--- src/sv/prcm_pkg.sv ---
`timescale 1ns / 1ps

package prcm_pkg;

    // Fractions in unsigned Q16 (value * 65536), nearest code
    localparam logic [16:0] Q_ONE = 17'd65536;
    localparam logic [16:0] Q_P10 = 17'd6554;
    localparam logic [15:0] Q_P25 = 16'd16384;
    localparam logic [16:0] Q_P30 = 17'd19661;
    localparam logic [16:0] Q_P40 = 17'd26214;
    localparam logic [15:0] Q_P45 = 16'd29491;
    localparam logic [16:0] Q_P50 = 17'd32768;
    localparam logic [16:0] Q_P70 = 17'd45875;
    localparam logic [16:0] Q_P80 = 17'd52429;
    localparam logic [16:0] Q_P90 = 17'd58982;

    // Lowest and highest alpha codes (0.25 and 0.70)
    localparam logic [15:0] A_MIN = 16'd16384;
    localparam logic [15:0] A_MAX = 16'd45875;

    // Breakpoints in 1/16 mm
    localparam logic [9:0] MM_0_5 = 10'd8;
    localparam logic [9:0] MM_2   = 10'd32;
    localparam logic [9:0] MM_5   = 10'd80;
    localparam logic [9:0] MM_10  = 10'd160;
    localparam logic [9:0] MM_20  = 10'd320;
    localparam logic [9:0] MM_40  = 10'd640;

    // Reciprocals, 22 fraction bits: exact floor for dividends below 2^19
    localparam int unsigned RECIP_SHIFT = 22;
    localparam logic [20:0] RECIP3 = 21'd1398102;
    localparam logic [20:0] RECIP5 = 21'd838861;

    typedef enum logic [2:0] {
        SEG_A,   // below 2 mm, ramp from 0.5 mm
        SEG_B,   // 2 to 5 mm
        SEG_C,   // 5 to 10 mm
        SEG_D,   // 10 to 20 mm
        SEG_E,   // 20 to 40 mm
        SEG_SAT  // 40 mm and above
    } t_seg;

    typedef struct packed {
        logic [9:0]  lo;
        logic [3:0]  sh;
        logic        div5;
        logic [16:0] base_r;
        logic [16:0] base_g;
        logic [16:0] base_b;
        logic [15:0] k_r;
        logic [15:0] k_g;
        logic [15:0] k_b;
        logic        dn_r;
        logic        dn_g;
        logic        dn_b;
    } t_seg_cfg;

    typedef struct packed {
        logic        trace;
        t_seg        seg;
        logic [18:0] x_t;
        logic [18:0] x_i;
    } t_s1;

    typedef struct packed {
        logic        trace;
        t_seg        seg;
        logic [15:0] t;
        logic [16:0] inten;
    } t_s2;

    typedef struct packed {
        logic        trace;
        t_seg        seg;
        logic [31:0] a_prod;
        logic [31:0] pr_r;
        logic [31:0] pr_g;
        logic [31:0] pr_b;
    } t_s3;

    typedef struct packed {
        logic        trace;
        logic [15:0] a;
        logic [16:0] c_r;
        logic [16:0] c_g;
        logic [16:0] c_b;
    } t_s4;

    typedef struct packed {
        logic        trace;
        logic [7:0]  alpha;
        logic [32:0] ca_r;
        logic [32:0] ca_g;
        logic [32:0] ca_b;
    } t_s5;

    typedef struct packed {
        logic [7:0] alpha_byte;
        logic [7:0] red_byte;
        logic [7:0] green_byte;
        logic [7:0] blue_byte;
    } t_pix;

    // Segment span 24/48 is 3 * 2^k, 80/160/320 is 5 * 2^k: shift then divide by 3 or 5
    function automatic t_seg_cfg seg_cfg(input t_seg seg);
        t_seg_cfg c;
        c = '0;
        unique case (seg)
            SEG_A: begin
                c.lo = MM_0_5; c.sh = 4'd13; c.div5 = 1'b0;
                c.base_r = Q_P10; c.base_g = Q_P50; c.base_b = Q_P10;
                c.k_g = Q_P30[15:0];
            end
            SEG_B: begin
                c.lo = MM_2; c.sh = 4'd12; c.div5 = 1'b0;
                c.base_r = Q_P10; c.base_g = Q_P80; c.base_b = Q_P10;
                c.k_r = Q_P80[15:0]; c.k_g = Q_P10[15:0]; c.dn_g = 1'b1;
            end
            SEG_C: begin
                c.lo = MM_5; c.sh = 4'd12; c.div5 = 1'b1;
                c.base_r = Q_P90; c.base_g = Q_P70; c.base_b = '0;
                c.k_r = Q_P10[15:0]; c.k_g = Q_P40[15:0]; c.dn_g = 1'b1;
            end
            SEG_D: begin
                c.lo = MM_10; c.sh = 4'd11; c.div5 = 1'b1;
                c.base_r = Q_ONE; c.base_g = Q_P30; c.base_b = '0;
                c.k_g = Q_P30[15:0]; c.dn_g = 1'b1;
            end
            SEG_E: begin
                c.lo = MM_20; c.sh = 4'd10; c.div5 = 1'b1;
                c.base_r = Q_ONE; c.base_g = '0; c.base_b = Q_P30;
                c.k_b = Q_P50[15:0];
            end
            default: begin
                c.lo = MM_40; c.sh = 4'd0; c.div5 = 1'b1;
                c.base_r = Q_P70; c.base_g = '0; c.base_b = Q_P80;
            end
        endcase
        return c;
    endfunction

endpackage

--- src/sv/prcm_in_if.sv ---
`timescale 1ns / 1ps

interface prcm_in_if;
    logic        valid;
    logic        ready;
    logic [15:0] precip_amount;

    modport source (output valid, output precip_amount, input ready);
    modport sink (input valid, input precip_amount, output ready);
endinterface

--- src/sv/prcm_out_if.sv ---
`timescale 1ns / 1ps

interface prcm_out_if;
    logic       valid;
    logic       ready;
    logic [7:0] alpha_byte;
    logic [7:0] red_byte;
    logic [7:0] green_byte;
    logic [7:0] blue_byte;

    modport source (output valid, output alpha_byte, output red_byte,
                    output green_byte, output blue_byte, input ready);
    modport sink (input valid, input alpha_byte, input red_byte,
                  input green_byte, input blue_byte, output ready);
endinterface

--- src/sv/precip_radar_colour_map_core.sv ---
`timescale 1ns / 1ps
// Pipeline: six register stages, stage 1 to stage 6 in order; the result word is held in stage 6.
// Throughput: one word per cycle while not stalled; each stage holds only while the next is full.
// Reset: i_rst_n synchronous, active low, clears the stage valid bits only; no other state.
// Depth: each register stage is at most one multiply or one add deep; stalls come only
// from o_pix.ready.

module precip_radar_colour_map_core import prcm_pkg::*; (
    input  logic           i_clk,
    input  logic           i_rst_n,
    prcm_in_if.sink        i_pix,
    prcm_out_if.source     o_pix
);

    // Stage 1: pick the ramp segment, subtract its lower bound and align the
    //          offset so that the segment span becomes 3 or 5 times a power of two.
    // Stage 2: divide by 3 or 5 through a reciprocal with 22 fraction bits giving ramp position t
    //          and alpha intensity, both in Q16.
    // Stage 3: slope times t per channel, and 0.45 times intensity.
    // Stage 4: add or subtract the slope terms to the segment bases; form alpha.
    // Stage 5: channel times alpha; alpha times 255.
    // Stage 6: times 255 and keep bits 39..32; force a transparent pixel for a trace
    //          amount. This stage is the output register.
    // Each stage advances when the next one is empty or being emptied, so a bubble
    // is squeezed out and new words come in while a result is held, until all are full.

    logic  w_div_v, w_div_rdy;
    t_s2   w_div_d;
    logic  w_ramp_v, w_ramp_rdy;
    t_s4   w_ramp_d;
    t_pix  w_pix;

    prcm_div u_div (
        .i_clk    (i_clk),
        .i_rst_n  (i_rst_n),
        .i_valid  (i_pix.valid),
        .o_ready  (i_pix.ready),
        .i_amount (i_pix.precip_amount),
        .o_valid  (w_div_v),
        .i_ready  (w_div_rdy),
        .o_data   (w_div_d)
    );

    prcm_ramp u_ramp (
        .i_clk   (i_clk),
        .i_rst_n (i_rst_n),
        .i_valid (w_div_v),
        .o_ready (w_div_rdy),
        .i_data  (w_div_d),
        .o_valid (w_ramp_v),
        .i_ready (w_ramp_rdy),
        .o_data  (w_ramp_d)
    );

    prcm_blend u_blend (
        .i_clk   (i_clk),
        .i_rst_n (i_rst_n),
        .i_valid (w_ramp_v),
        .o_ready (w_ramp_rdy),
        .i_data  (w_ramp_d),
        .o_valid (o_pix.valid),
        .i_ready (o_pix.ready),
        .o_data  (w_pix)
    );

    // Drive the result word fields
    assign o_pix.alpha_byte = w_pix.alpha_byte;
    assign o_pix.red_byte   = w_pix.red_byte;
    assign o_pix.green_byte = w_pix.green_byte;
    assign o_pix.blue_byte  = w_pix.blue_byte;

`ifndef ASSERT_OFF
    // Only a trace amount gives zero alpha, and then the whole pixel is zero
    a_trace_clear: assert property (@(posedge i_clk) disable iff (!i_rst_n)
        (o_pix.valid && o_pix.alpha_byte == 8'd0) |->
            (o_pix.red_byte == 8'd0 && o_pix.green_byte == 8'd0 && o_pix.blue_byte == 8'd0))
        else $error("transparent pixel carries colour");

    // Alpha never exceeds 0.70 of full scale
    a_alpha_max: assert property (@(posedge i_clk) disable iff (!i_rst_n)
        o_pix.valid |-> (o_pix.alpha_byte <= 8'd178))
        else $error("alpha above its ceiling");

    // Premultiplied channels never exceed alpha
    a_premul: assert property (@(posedge i_clk) disable iff (!i_rst_n)
        o_pix.valid |-> (o_pix.red_byte <= o_pix.alpha_byte)
                     && (o_pix.green_byte <= o_pix.alpha_byte)
                     && (o_pix.blue_byte <= o_pix.alpha_byte))
        else $error("channel above alpha");
`endif

endmodule

--- src/sv/prcm_div.sv ---
`timescale 1ns / 1ps

// Stages 1 and 2: classify the amount, then ramp position and intensity
// by reciprocal multiplication.
module prcm_div import prcm_pkg::*; (
    input  logic        i_clk,
    input  logic        i_rst_n,
    input  logic        i_valid,
    output logic        o_ready,
    input  logic [15:0] i_amount,
    output logic        o_valid,
    input  logic        i_ready,
    output t_s2         o_data
);

    logic        r_v1, r_v2;
    t_s1         r_s1, n_s1;
    t_s2         r_s2, n_s2;
    logic        w_rdy1, w_rdy2;
    logic [9:0]  w_p10;
    logic [9:0]  w_d;
    t_seg_cfg    w_cfg1, w_cfg2;
    logic [20:0] w_recip;
    logic [39:0] w_prod_t, w_prod_i;

    assign w_rdy2  = !r_v2 || i_ready;
    assign w_rdy1  = !r_v1 || w_rdy2;
    assign o_ready = w_rdy1;
    assign o_valid = r_v2;
    assign o_data  = r_s2;

    always_comb begin
        w_p10    = i_amount[9:0];
        n_s1.trace = (i_amount < 16'(MM_0_5));
        priority if (i_amount < 16'(MM_2)) begin
            n_s1.seg = SEG_A;
        end else if (i_amount < 16'(MM_5)) begin
            n_s1.seg = SEG_B;
        end else if (i_amount < 16'(MM_10)) begin
            n_s1.seg = SEG_C;
        end else if (i_amount < 16'(MM_20)) begin
            n_s1.seg = SEG_D;
        end else if (i_amount < 16'(MM_40)) begin
            n_s1.seg = SEG_E;
        end else begin
            n_s1.seg = SEG_SAT;
        end
        w_cfg1 = seg_cfg(n_s1.seg);
        // no ramp for trace or saturated amounts
        if (n_s1.trace || n_s1.seg == SEG_SAT) begin
            w_d = '0;
        end else begin
            w_d = w_p10 - w_cfg1.lo;
        end
        n_s1.x_t = 19'(w_d) << w_cfg1.sh;
        n_s1.x_i = (n_s1.seg == SEG_SAT) ? {MM_40, 9'd0} : {w_p10, 9'd0};
    end

    always_comb begin
        w_cfg2     = seg_cfg(r_s1.seg);
        w_recip    = w_cfg2.div5 ? RECIP5 : RECIP3;
        w_prod_t   = 40'(r_s1.x_t) * 40'(w_recip);
        w_prod_i   = 40'(r_s1.x_i) * 40'(RECIP5);
        n_s2.trace = r_s1.trace;
        n_s2.seg   = r_s1.seg;
        n_s2.t     = w_prod_t[RECIP_SHIFT +: 16];
        n_s2.inten = w_prod_i[RECIP_SHIFT +: 17];
    end

    always_ff @(posedge i_clk) begin
        if (!i_rst_n) begin
            r_v1 <= 1'b0;
            r_v2 <= 1'b0;
        end else begin
            if (w_rdy1) r_v1 <= i_valid;
            if (w_rdy2) r_v2 <= r_v1;
        end
    end

    always_ff @(posedge i_clk) begin
        if (w_rdy1 && i_valid) r_s1 <= n_s1;
        if (w_rdy2 && r_v1)    r_s2 <= n_s2;
    end

endmodule

--- src/sv/prcm_ramp.sv ---
`timescale 1ns / 1ps

// Stages 3 and 4: slope and alpha products, then channel values and alpha.
module prcm_ramp import prcm_pkg::*; (
    input  logic i_clk,
    input  logic i_rst_n,
    input  logic i_valid,
    output logic o_ready,
    input  t_s2  i_data,
    output logic o_valid,
    input  logic i_ready,
    output t_s4  o_data
);

    logic     r_v3, r_v4;
    t_s3      r_s3, n_s3;
    t_s4      r_s4, n_s4;
    logic     w_rdy3, w_rdy4;
    t_seg_cfg w_cfg3, w_cfg4;

    assign w_rdy4  = !r_v4 || i_ready;
    assign w_rdy3  = !r_v3 || w_rdy4;
    assign o_ready = w_rdy3;
    assign o_valid = r_v4;
    assign o_data  = r_s4;

    always_comb begin
        w_cfg3      = seg_cfg(i_data.seg);
        n_s3.trace  = i_data.trace;
        n_s3.seg    = i_data.seg;
        n_s3.a_prod = 32'(Q_P45) * 32'(i_data.inten);
        n_s3.pr_r   = 32'(w_cfg3.k_r) * 32'(i_data.t);
        n_s3.pr_g   = 32'(w_cfg3.k_g) * 32'(i_data.t);
        n_s3.pr_b   = 32'(w_cfg3.k_b) * 32'(i_data.t);
    end

    always_comb begin
        w_cfg4     = seg_cfg(r_s3.seg);
        n_s4.trace = r_s3.trace;
        n_s4.a     = Q_P25 + r_s3.a_prod[31:16];
        n_s4.c_r   = w_cfg4.dn_r ? w_cfg4.base_r - {1'b0, r_s3.pr_r[31:16]}
                                 : w_cfg4.base_r + {1'b0, r_s3.pr_r[31:16]};
        n_s4.c_g   = w_cfg4.dn_g ? w_cfg4.base_g - {1'b0, r_s3.pr_g[31:16]}
                                 : w_cfg4.base_g + {1'b0, r_s3.pr_g[31:16]};
        n_s4.c_b   = w_cfg4.dn_b ? w_cfg4.base_b - {1'b0, r_s3.pr_b[31:16]}
                                 : w_cfg4.base_b + {1'b0, r_s3.pr_b[31:16]};
    end

    always_ff @(posedge i_clk) begin
        if (!i_rst_n) begin
            r_v3 <= 1'b0;
            r_v4 <= 1'b0;
        end else begin
            if (w_rdy3) r_v3 <= i_valid;
            if (w_rdy4) r_v4 <= r_v3;
        end
    end

    always_ff @(posedge i_clk) begin
        if (w_rdy3 && i_valid) r_s3 <= n_s3;
        if (w_rdy4 && r_v3)    r_s4 <= n_s4;
    end

`ifndef ASSERT_OFF
    // Ramps stay inside the unit interval and alpha inside its band
    a_ramp_range: assert property (@(posedge i_clk) disable iff (!i_rst_n)
        r_v4 |-> (r_s4.c_r <= Q_ONE) && (r_s4.c_g <= Q_ONE) && (r_s4.c_b <= Q_ONE)
                 && (r_s4.a >= A_MIN) && (r_s4.a <= A_MAX))
        else $error("channel or alpha out of range");
`endif

endmodule

--- src/sv/prcm_blend.sv ---
`timescale 1ns / 1ps

// Stages 5 and 6: premultiply by alpha, scale by 255 and truncate to bytes.
module prcm_blend import prcm_pkg::*; (
    input  logic i_clk,
    input  logic i_rst_n,
    input  logic i_valid,
    output logic o_ready,
    input  t_s4  i_data,
    output logic o_valid,
    input  logic i_ready,
    output t_pix o_data
);

    logic        r_v5, r_v6;
    t_s5         r_s5, n_s5;
    t_pix        r_s6, n_s6;
    logic        w_rdy5, w_rdy6;
    logic [23:0] w_a255;
    logic [40:0] w_r255, w_g255, w_b255;

    assign w_rdy6  = !r_v6 || i_ready;
    assign w_rdy5  = !r_v5 || w_rdy6;
    assign o_ready = w_rdy5;
    assign o_valid = r_v6;
    assign o_data  = r_s6;

    always_comb begin
        w_a255     = {i_data.a, 8'd0} - 24'(i_data.a);
        n_s5.trace = i_data.trace;
        n_s5.alpha = w_a255[23:16];
        n_s5.ca_r  = 33'(i_data.c_r) * 33'(i_data.a);
        n_s5.ca_g  = 33'(i_data.c_g) * 33'(i_data.a);
        n_s5.ca_b  = 33'(i_data.c_b) * 33'(i_data.a);
    end

    always_comb begin
        w_r255 = {r_s5.ca_r, 8'd0} - 41'(r_s5.ca_r);
        w_g255 = {r_s5.ca_g, 8'd0} - 41'(r_s5.ca_g);
        w_b255 = {r_s5.ca_b, 8'd0} - 41'(r_s5.ca_b);
        if (r_s5.trace) begin
            n_s6 = '0;
        end else begin
            n_s6.alpha_byte = r_s5.alpha;
            n_s6.red_byte   = w_r255[39:32];
            n_s6.green_byte = w_g255[39:32];
            n_s6.blue_byte  = w_b255[39:32];
        end
    end

    always_ff @(posedge i_clk) begin
        if (!i_rst_n) begin
            r_v5 <= 1'b0;
            r_v6 <= 1'b0;
        end else begin
            if (w_rdy5) r_v5 <= i_valid;
            if (w_rdy6) r_v6 <= r_v5;
        end
    end

    always_ff @(posedge i_clk) begin
        if (w_rdy5 && i_valid) r_s5 <= n_s5;
        if (w_rdy6 && r_v5)    r_s6 <= n_s6;
    end

endmodule
--- src/flat_wrapper.sv ---
// flat-port wrapper written by rule: the top's interface ports become plain ports
module precip_radar_colour_map_core_flat import prcm_pkg::*;
  (i_clk, i_rst_n, i_pix_valid, i_pix_precip_amount, i_pix_ready, o_pix_valid, o_pix_alpha_byte, o_pix_red_byte, o_pix_green_byte, o_pix_blue_byte, o_pix_ready);
  prcm_in_if i_pix_i ();
  prcm_out_if o_pix_i ();
  input  logic i_clk;
  input  logic i_rst_n;
  input wire logic [$bits(i_pix_i.valid)-1:0] i_pix_valid;
  input wire logic [$bits(i_pix_i.precip_amount)-1:0] i_pix_precip_amount;
  output wire logic [$bits(i_pix_i.ready)-1:0] i_pix_ready;
  output wire logic [$bits(o_pix_i.valid)-1:0] o_pix_valid;
  output wire logic [$bits(o_pix_i.alpha_byte)-1:0] o_pix_alpha_byte;
  output wire logic [$bits(o_pix_i.red_byte)-1:0] o_pix_red_byte;
  output wire logic [$bits(o_pix_i.green_byte)-1:0] o_pix_green_byte;
  output wire logic [$bits(o_pix_i.blue_byte)-1:0] o_pix_blue_byte;
  input wire logic [$bits(o_pix_i.ready)-1:0] o_pix_ready;
  assign i_pix_i.valid = i_pix_valid;
  assign i_pix_i.precip_amount = i_pix_precip_amount;
  assign i_pix_ready = i_pix_i.ready;
  assign o_pix_valid = o_pix_i.valid;
  assign o_pix_alpha_byte = o_pix_i.alpha_byte;
  assign o_pix_red_byte = o_pix_i.red_byte;
  assign o_pix_green_byte = o_pix_i.green_byte;
  assign o_pix_blue_byte = o_pix_i.blue_byte;
  assign o_pix_i.ready = o_pix_ready;
  precip_radar_colour_map_core u_core (.i_clk(i_clk), .i_rst_n(i_rst_n), .i_pix(i_pix_i), .o_pix(o_pix_i));
endmodule
--- config.mk ---
export PLATFORM = sky130hd
export DESIGN_NAME = precip_radar_colour_map_core_flat
export DESIGN_NICKNAME = d
export VERILOG_FILES = /design/src/sv/prcm_pkg.sv /design/src/sv/prcm_in_if.sv /design/src/sv/prcm_out_if.sv /design/src/sv/precip_radar_colour_map_core.sv /design/src/sv/prcm_div.sv /design/src/sv/prcm_ramp.sv /design/src/sv/prcm_blend.sv /design/src/flat_wrapper.sv
export SDC_FILE = /design/constraint.sdc
export NUM_CORES = 2
export LEC_CHECK = 0
export ABC_AREA = 0
export BUFFER_PORTS_ARGS = -buffer_cell sky130_fd_sc_hd__buf_2
export CORE_MARGIN = 2
export CORE_UTILIZATION = 40
export CTS_CLUSTER_DIAMETER = 60
export CTS_CLUSTER_SIZE = 20
export DETAILED_ROUTE_END_ITERATION = 8
export GPL_TIMING_DRIVEN = 0
export PLACE_DENSITY_LB_ADDON = 0.15
export SLEW_MARGIN = 20
export SYNTH_ARGS = -nofsm -noshare
export SYNTH_HDL_FRONTEND = slang
export SYNTH_SLANG_ARGS = --single-unit
--- constraint.sdc ---
create_clock -name i_clk -period 11.87 [get_ports i_clk]
set_clock_uncertainty 0.15 [all_clocks]
set_input_delay 0.5935 -clock i_clk [delete_from_list [all_inputs] [get_ports i_clk]]
set_output_delay 0.5935 -clock i_clk [all_outputs]
set_load 0.01 [all_outputs]
* After elaboration in Yosys (flattened, before gate mapping)
Cells that the tools add are included.
** Word-level totals
- Output and inout bits :: 34
- Input port bits :: 20
- Bits in registers :: 425
** Cells by class
- $mul :: 9
- Add/subtract/negate cells :: 10
- Shift operators :: 1
- Muxes and demuxes :: 15
- Reduce and logical (&&, ||, !) cells :: 25
- Magnitude comparators :: 6
- Equality and inequality tests :: 17
** Operators by type and width (count)
- 66-bit one-hot mux with 5 select lines :: 1
- 52-bit one-hot mux with 5 select lines :: 1
- 51-bit one-hot mux with 5 select lines :: 1
- 40-bit by 33-bit subtractor with 40-bit output :: 3
- 17-bit by 16-bit multiplier with 33-bit output :: 3
- 16-bit by 16-bit multiplier with 32-bit output :: 3
- 17-bit by 16-bit adder with 17-bit output :: 3
- 15-bit one-hot mux with 3 select lines :: 1
- 19-bit by 20-bit multiplier with 39-bit output, second input constant :: 1
- 19-bit by 21-bit multiplier with 38-bit output :: 1
- 15-bit by 17-bit multiplier with 32-bit output, first input constant :: 1
- 16-bit one-hot mux with 2 select lines :: 1
- 3-bit by 2-bit equality test with 1-bit output, second input constant :: 8
- 24-bit by 16-bit subtractor with 24-bit output :: 1
- 21-bit two-way mux :: 1
- 10-bit by 4-bit left shift with 19-bit output :: 1
- 17-bit two-way mux :: 1
- 17-bit by 16-bit subtractor with 17-bit output :: 1
- 15-bit by 16-bit adder with 16-bit output, first input constant :: 1
- 16-bit by 10-bit < comparator with 1-bit output, second input constant :: 1
- 16-bit by 4-bit < comparator with 1-bit output, second input constant :: 1
- 16-bit by 6-bit < comparator with 1-bit output, second input constant :: 1
- 16-bit by 7-bit < comparator with 1-bit output, second input constant :: 1
- 16-bit by 8-bit < comparator with 1-bit output, second input constant :: 1
- 14 further kinds :: 44

* Depth between registers and ports, before layout
- Depth in word-level cells :: 11
- Gate-level depth with buffers :: 30
- Gate-level depth less buffers :: 28

* Modules after synthesis
Synthesis repeated with hierarchy kept, for this count alone.
** Second synthesis, totals
- Cells, all modules :: 7195
- Area, all modules :: 70133.5 um^2
** Modules (own cells, without submodules)
- prcm_blend :: times used 1, cells an instance 3875, area each 35147.5 um^2
- prcm_ramp :: times used 1, cells an instance 2134, area each 22880.7 um^2
- prcm_div :: times used 1, cells an instance 1186, area each 12105.4 um^2

* Worst setup path before layout
OpenSTA, ideal clock, no wires.
- Path kind :: in2reg
- Start :: input port o_pix_ready
- End :: register u_core.u_blend.r_s5[0] in the netlist's numbering, enable pin
- Stages on the path :: 2
- Arrival :: 8.489 ns
- Path slack :: 2.491 ns
- Library setup time :: 0.740 ns
- Path through :: nor2b_1 a21boi_0
** On the way
- Word-level cells in the longest chain between the ends :: 3
** RTL lines
- start: declaration :: RTL line flat_wrapper.sv:16 : input wire logic [$bits(o_pix_i.ready)-1:0] o_pix_ready;
- 1-bit logical OR :: RTL line prcm_blend.sv:22 : assign w_rdy6 = !r_v6 || i_ready;
- 1-bit logical OR :: RTL line prcm_blend.sv:23 : assign w_rdy5 = !r_v5 || w_rdy6;
- 1-bit logical AND :: RTL line prcm_blend.sv:62 : if (w_rdy5 && i_valid) r_s5 <= n_s5;
- end signal: assignment :: RTL line prcm_blend.sv:62
- end: declaration :: RTL line prcm_blend.sv:16 : t_s5 r_s5, n_s5;
Every way passes these cells.
A chain may end at the register's enable or synchronous reset.

==> summary.txt <==
Synth
  – Syn_area_per_cell: 9.89 µm²
  – Register area share after synthesis: 0.153
  – Synth Instances: 6,918
  – Ys Warns: 0
  – EDFF count, synth: 345
  – Netlist cell types: 82
  – Synth Flop Type: edfxtp_1
  – Yosys reg bits: 351
  – Async set-reset flop share out of synthesis: 0
  – Netlist Area Pre-Place: slightly below 0.07 mm²

Timing
  – Crit share post-route: 0.737
  – Relative slew slack: 0.164
  – Max-slew violation count: 0
  – Final Hold Vio Count: 0
  – Hold_ws: ~0.081 ns
  – RSZ-0062 raised after global routing: false
  – Fin worst setup slack: 3.12 ns
  – F_max: 114 MHz
  – Final min period: around 8.8 ns
  – Setup-failing EPs final: 0
  – Slew @ Worst Pin: 1.25 ns

Route
  – DR iter-0 viols: 2,469
  – Post-Route WL: roughly 190 mm
  – Final ANT Viol Nets: 0
  – DRC: 0
  – Avg Vias per Cell: approximately 5.0
  – First-pass DRT Iterations: 6
  – Wirelength per Cell: 20.0 µm
  – Detailed-route via count: 46.5k

Die
  – Initial Util: 0.403
  – Row Count: 151
  – Die Area: 0.174 mm²
  – DIE HEIGHT: 418 µm
  – Top Ports: 54
  – Core region area: 0.170 mm²
  – Die width: 418 µm

Layout
  – Area of the multi-input gates: approximately 0.051 mm²
  – Layout cell share with drive strength beyond 1: 0.0314
  – Fillers: 16.6k
  – Nets: between 9k and 10k
  – Area grow syn2layout: 7.71%
  – Final Cell Area: 0.0737 mm²
  – Layout Utilization: 0.435
  – Reg area: 0.0105 mm²

Critical path
  – Critical path required time: around 12 ns
  – FF-to-FF setup slack: 3.12 ns
  – Critical path's slowest cell: fa_1
  – R2r endpoint: u_core.u_ramp.r_s3[63]
  – Cell Chain, Critical Path: nand2b_1, clkbuf_1, nor2_1, clkbuf_1, and2_1, fa_1, fa_1, fa_1, fa_1, fa_1, inv_1, fa_1, inv_1, ha_1, a2111oi_0, o21ai_0, a21oi_1, o21ai_0, nand3b_1, nand3_1, a31o_2, a21oi_1, xnor2_1
  – CP Buf/Inv Count: 4
  – R2R Path Start: u_core.u_div.o_data[33]
  – Worst path most repeated cell: fa_1
  – R2r worst-path depth: 23
  – Critical path's largest stage delay: 0.62 ns
  – Nature of the critical path endpoint: flop
  – Critical Path Start Type: flop
  – Delay-heaviest family, CP: adder cells
  – CP max FO: 10
  – Setup Crit Path Kind: flop to flop
  – Critical Path AT: 9.03 ns

Global routing
  – Pin count of the biggest net entering global routing: 30
  – Initial antenna violation count: 11
  – Grt ovf: 0
  – Vias in the first global route: approximately 51k
  – First-pass GRT wire length: 295 mm
  – GRT Util Overall: 0.222

Clock network
  – H-tree levels: 2
  – Number of clock sinks: 351
  – Post-CTS Hold Fix Bufs: 0
  – CTS clk-pin slew, worst paths: 0.07 ns
  – TritonCTS Buffers: 49
  – Clk Latency, worst-skew pair: ~0.65 ns
  – CTS Buffer Depth: 3
  – Post-CTS Setup Inserts: 0
  – CTS root buf: clkbuf_16
  – CTS tree: built
  – Resized cells post-CTS: 0

Hold path
  – HP Start: i_rst_n
  – WHS Endpoint: u_core.u_ramp.o_valid
  – Hold Path Stages: 2
  – Hold Crit Class: primary input to flop

Placed design
  – Placed instance area: 0.0719 mm²
  – IO buf count: 53
  – HPWL after DPL: 161 mm
  – Placer Congestion: 0.948
  – Placement Setup Slack: 2.89 ns

Status
  – Status: completed

Flow run
  – Max-cap check violation count: 0
[state kept, by name, summed over array words and instances (netlist names)]
register / cells
u_core.u_div.r_s1: 29
u_core.u_blend.r_s5: 108
u_core.u_div.r_v1: 1
u_core.u_div.o_data: 37
u_core.u_blend.o_valid: 1
u_core.u_div.n_s2: 4
u_core.u_blend.r_v5: 1
u_core.u_blend.o_data: 32
u_core.u_ramp.n_s4: 1
u_core.u_ramp.r_v3: 1
u_core.u_ramp.r_s3: 66
u_core.u_div.o_valid: 1
u_core.u_ramp.o_data: 68
u_core.u_ramp.o_valid: 1
[how the worst max path moves through the flow]
stage / cells past startpoint / to / startpoint
floorplan: 2 / u_core.u_blend.r_s5[0] / o_pix_ready
global placement: 3 / u_core.u_blend.r_s5[44] / o_pix_ready
detailed placement: 23 / u_core.u_ramp.r_s3[63] / u_core.u_div.o_data[33]
CTS: 23 / u_core.u_ramp.r_s3[63] / u_core.u_div.o_data[33]
global route: 23 / u_core.u_ramp.r_s3[63] / u_core.u_div.o_data[33]
finish: 23 / u_core.u_ramp.r_s3[63] / u_core.u_div.o_data[33]
[synth_stat cells, drive strengths merged, types with 20 or more instances]
library cell / count / area (µm²)
nand3: 53 / 265
and3: 23 / 145
nand2: 710 / 2670
a21o: 105 / 790
nor3: 53 / 270
nand2b: 24 / 158
xor2: 76 / 666
o21bai: 27 / 203
and2: 406 / 2540
o21a: 38 / 285
fa: 1212 / 24300
a21oi: 206 / 1040
or2: 20 / 125
nor2b: 40 / 250
inv: 1679 / 6300
xnor2: 171 / 1500
a211oi: 35 / 280
nor2: 167 / 627
ha: 1001 / 12500
edfxtp: 345 / 10400
a31oi: 22 / 138
clkbuf: 169 / 634
o21ai: 128 / 641
[cells in the final DEF, fill, tap and decap left out, types with 38 or more instances in the layout]
master / netlist / layout
a21oi_1: 203 / 203
and2_1: 404 / 404
inv_1: 1679 / 1679
xor2_1: 76 / 76
xnor2_1: 171 / 171
clkbuf_1: 169 / 161
ha_1: 1001 / 1001
fa_1: 1212 / 1212
o21ai_0: 126 / 126
clkbuf_16: 0 / 50
nor3_1: 52 / 52
buf_2: 1 / 54
o21a_1: 38 / 38
nor2_1: 167 / 166
nand3_1: 53 / 53
a21o_1: 104 / 104
edfxtp_1: 345 / 345
nand2_1: 710 / 710
[layout make-up]
type,instances,share of cell area
clock inverter,42,0.00694
multi-input combinational,4742,0.694
antenna,3,0.000102
clock buffer,50,0.0170
inverter,1679,0.0855
tap,2218,0.0376
timing repair buffer,65,0.00757
sequential,351,0.142
buffer,173,0.00896
[metrics by stage]
stage / setup TNS (ns) / std cells
2_1_floorplan: 0 / 6945
3_3_place_gp: -272.30 / 9216
3_5_place_dp: 0 / 9228
4_1_cts: 0 / 9320
5_1_grt: 0 / 9321
6_report: 0 / 9323
[cells by family (layout without fill, tap and decap cells)]
| kind of cell | Yosys count | in the layout | share of synthesized area |
|---|---|---|---|
| compound gates | 680 | 680 | 0.0646 |
| mux | 9 | 9 | 0.00139 |
| simple gates | 1564 | 1564 | 0.110 |
| xor+xnor | 247 | 247 | 0.0316 |
| buf+inv | 1852 | 2009 | 0.102 |
| fa+ha+maj | 2213 | 2213 | 0.537 |
| other cells | 2 | 32 | 0.000110 |
| flops | 351 | 351 | 0.153 |
[worst register-to-register path, delay by kind of cell (launching register included)]
family / cells / cell delay (ns)
DFF: 1 / 0.54
xor gates and xnor gates: 1 / 0.08
adders and majority gates: 7 / 3.52
buffers and inverters: 4 / 0.88
AOI/OAI and AO/OA: 6 / 1.91
and+or+nand+nor: 5 / 1.46
[layer usage]
layer | up-vias | GRT usage | routed length [µm] | part of all wire
met1 | 23500 | 0.284 | 79600 | 0.43
met2 | 923 | 0.385 | 90900 | 0.49
li1 | 21800 | - | - | -
met3 | 273 | 0.0282 | 8050 | 0.043
met5 | - | 0 | 36 | 0.00019
met4 | 4 | 0.0805 | 7970 | 0.043
Power is left out: the tool's default activity adds up to more than one toggle a clock period on the data nets, which glitch-free logic cannot reach.
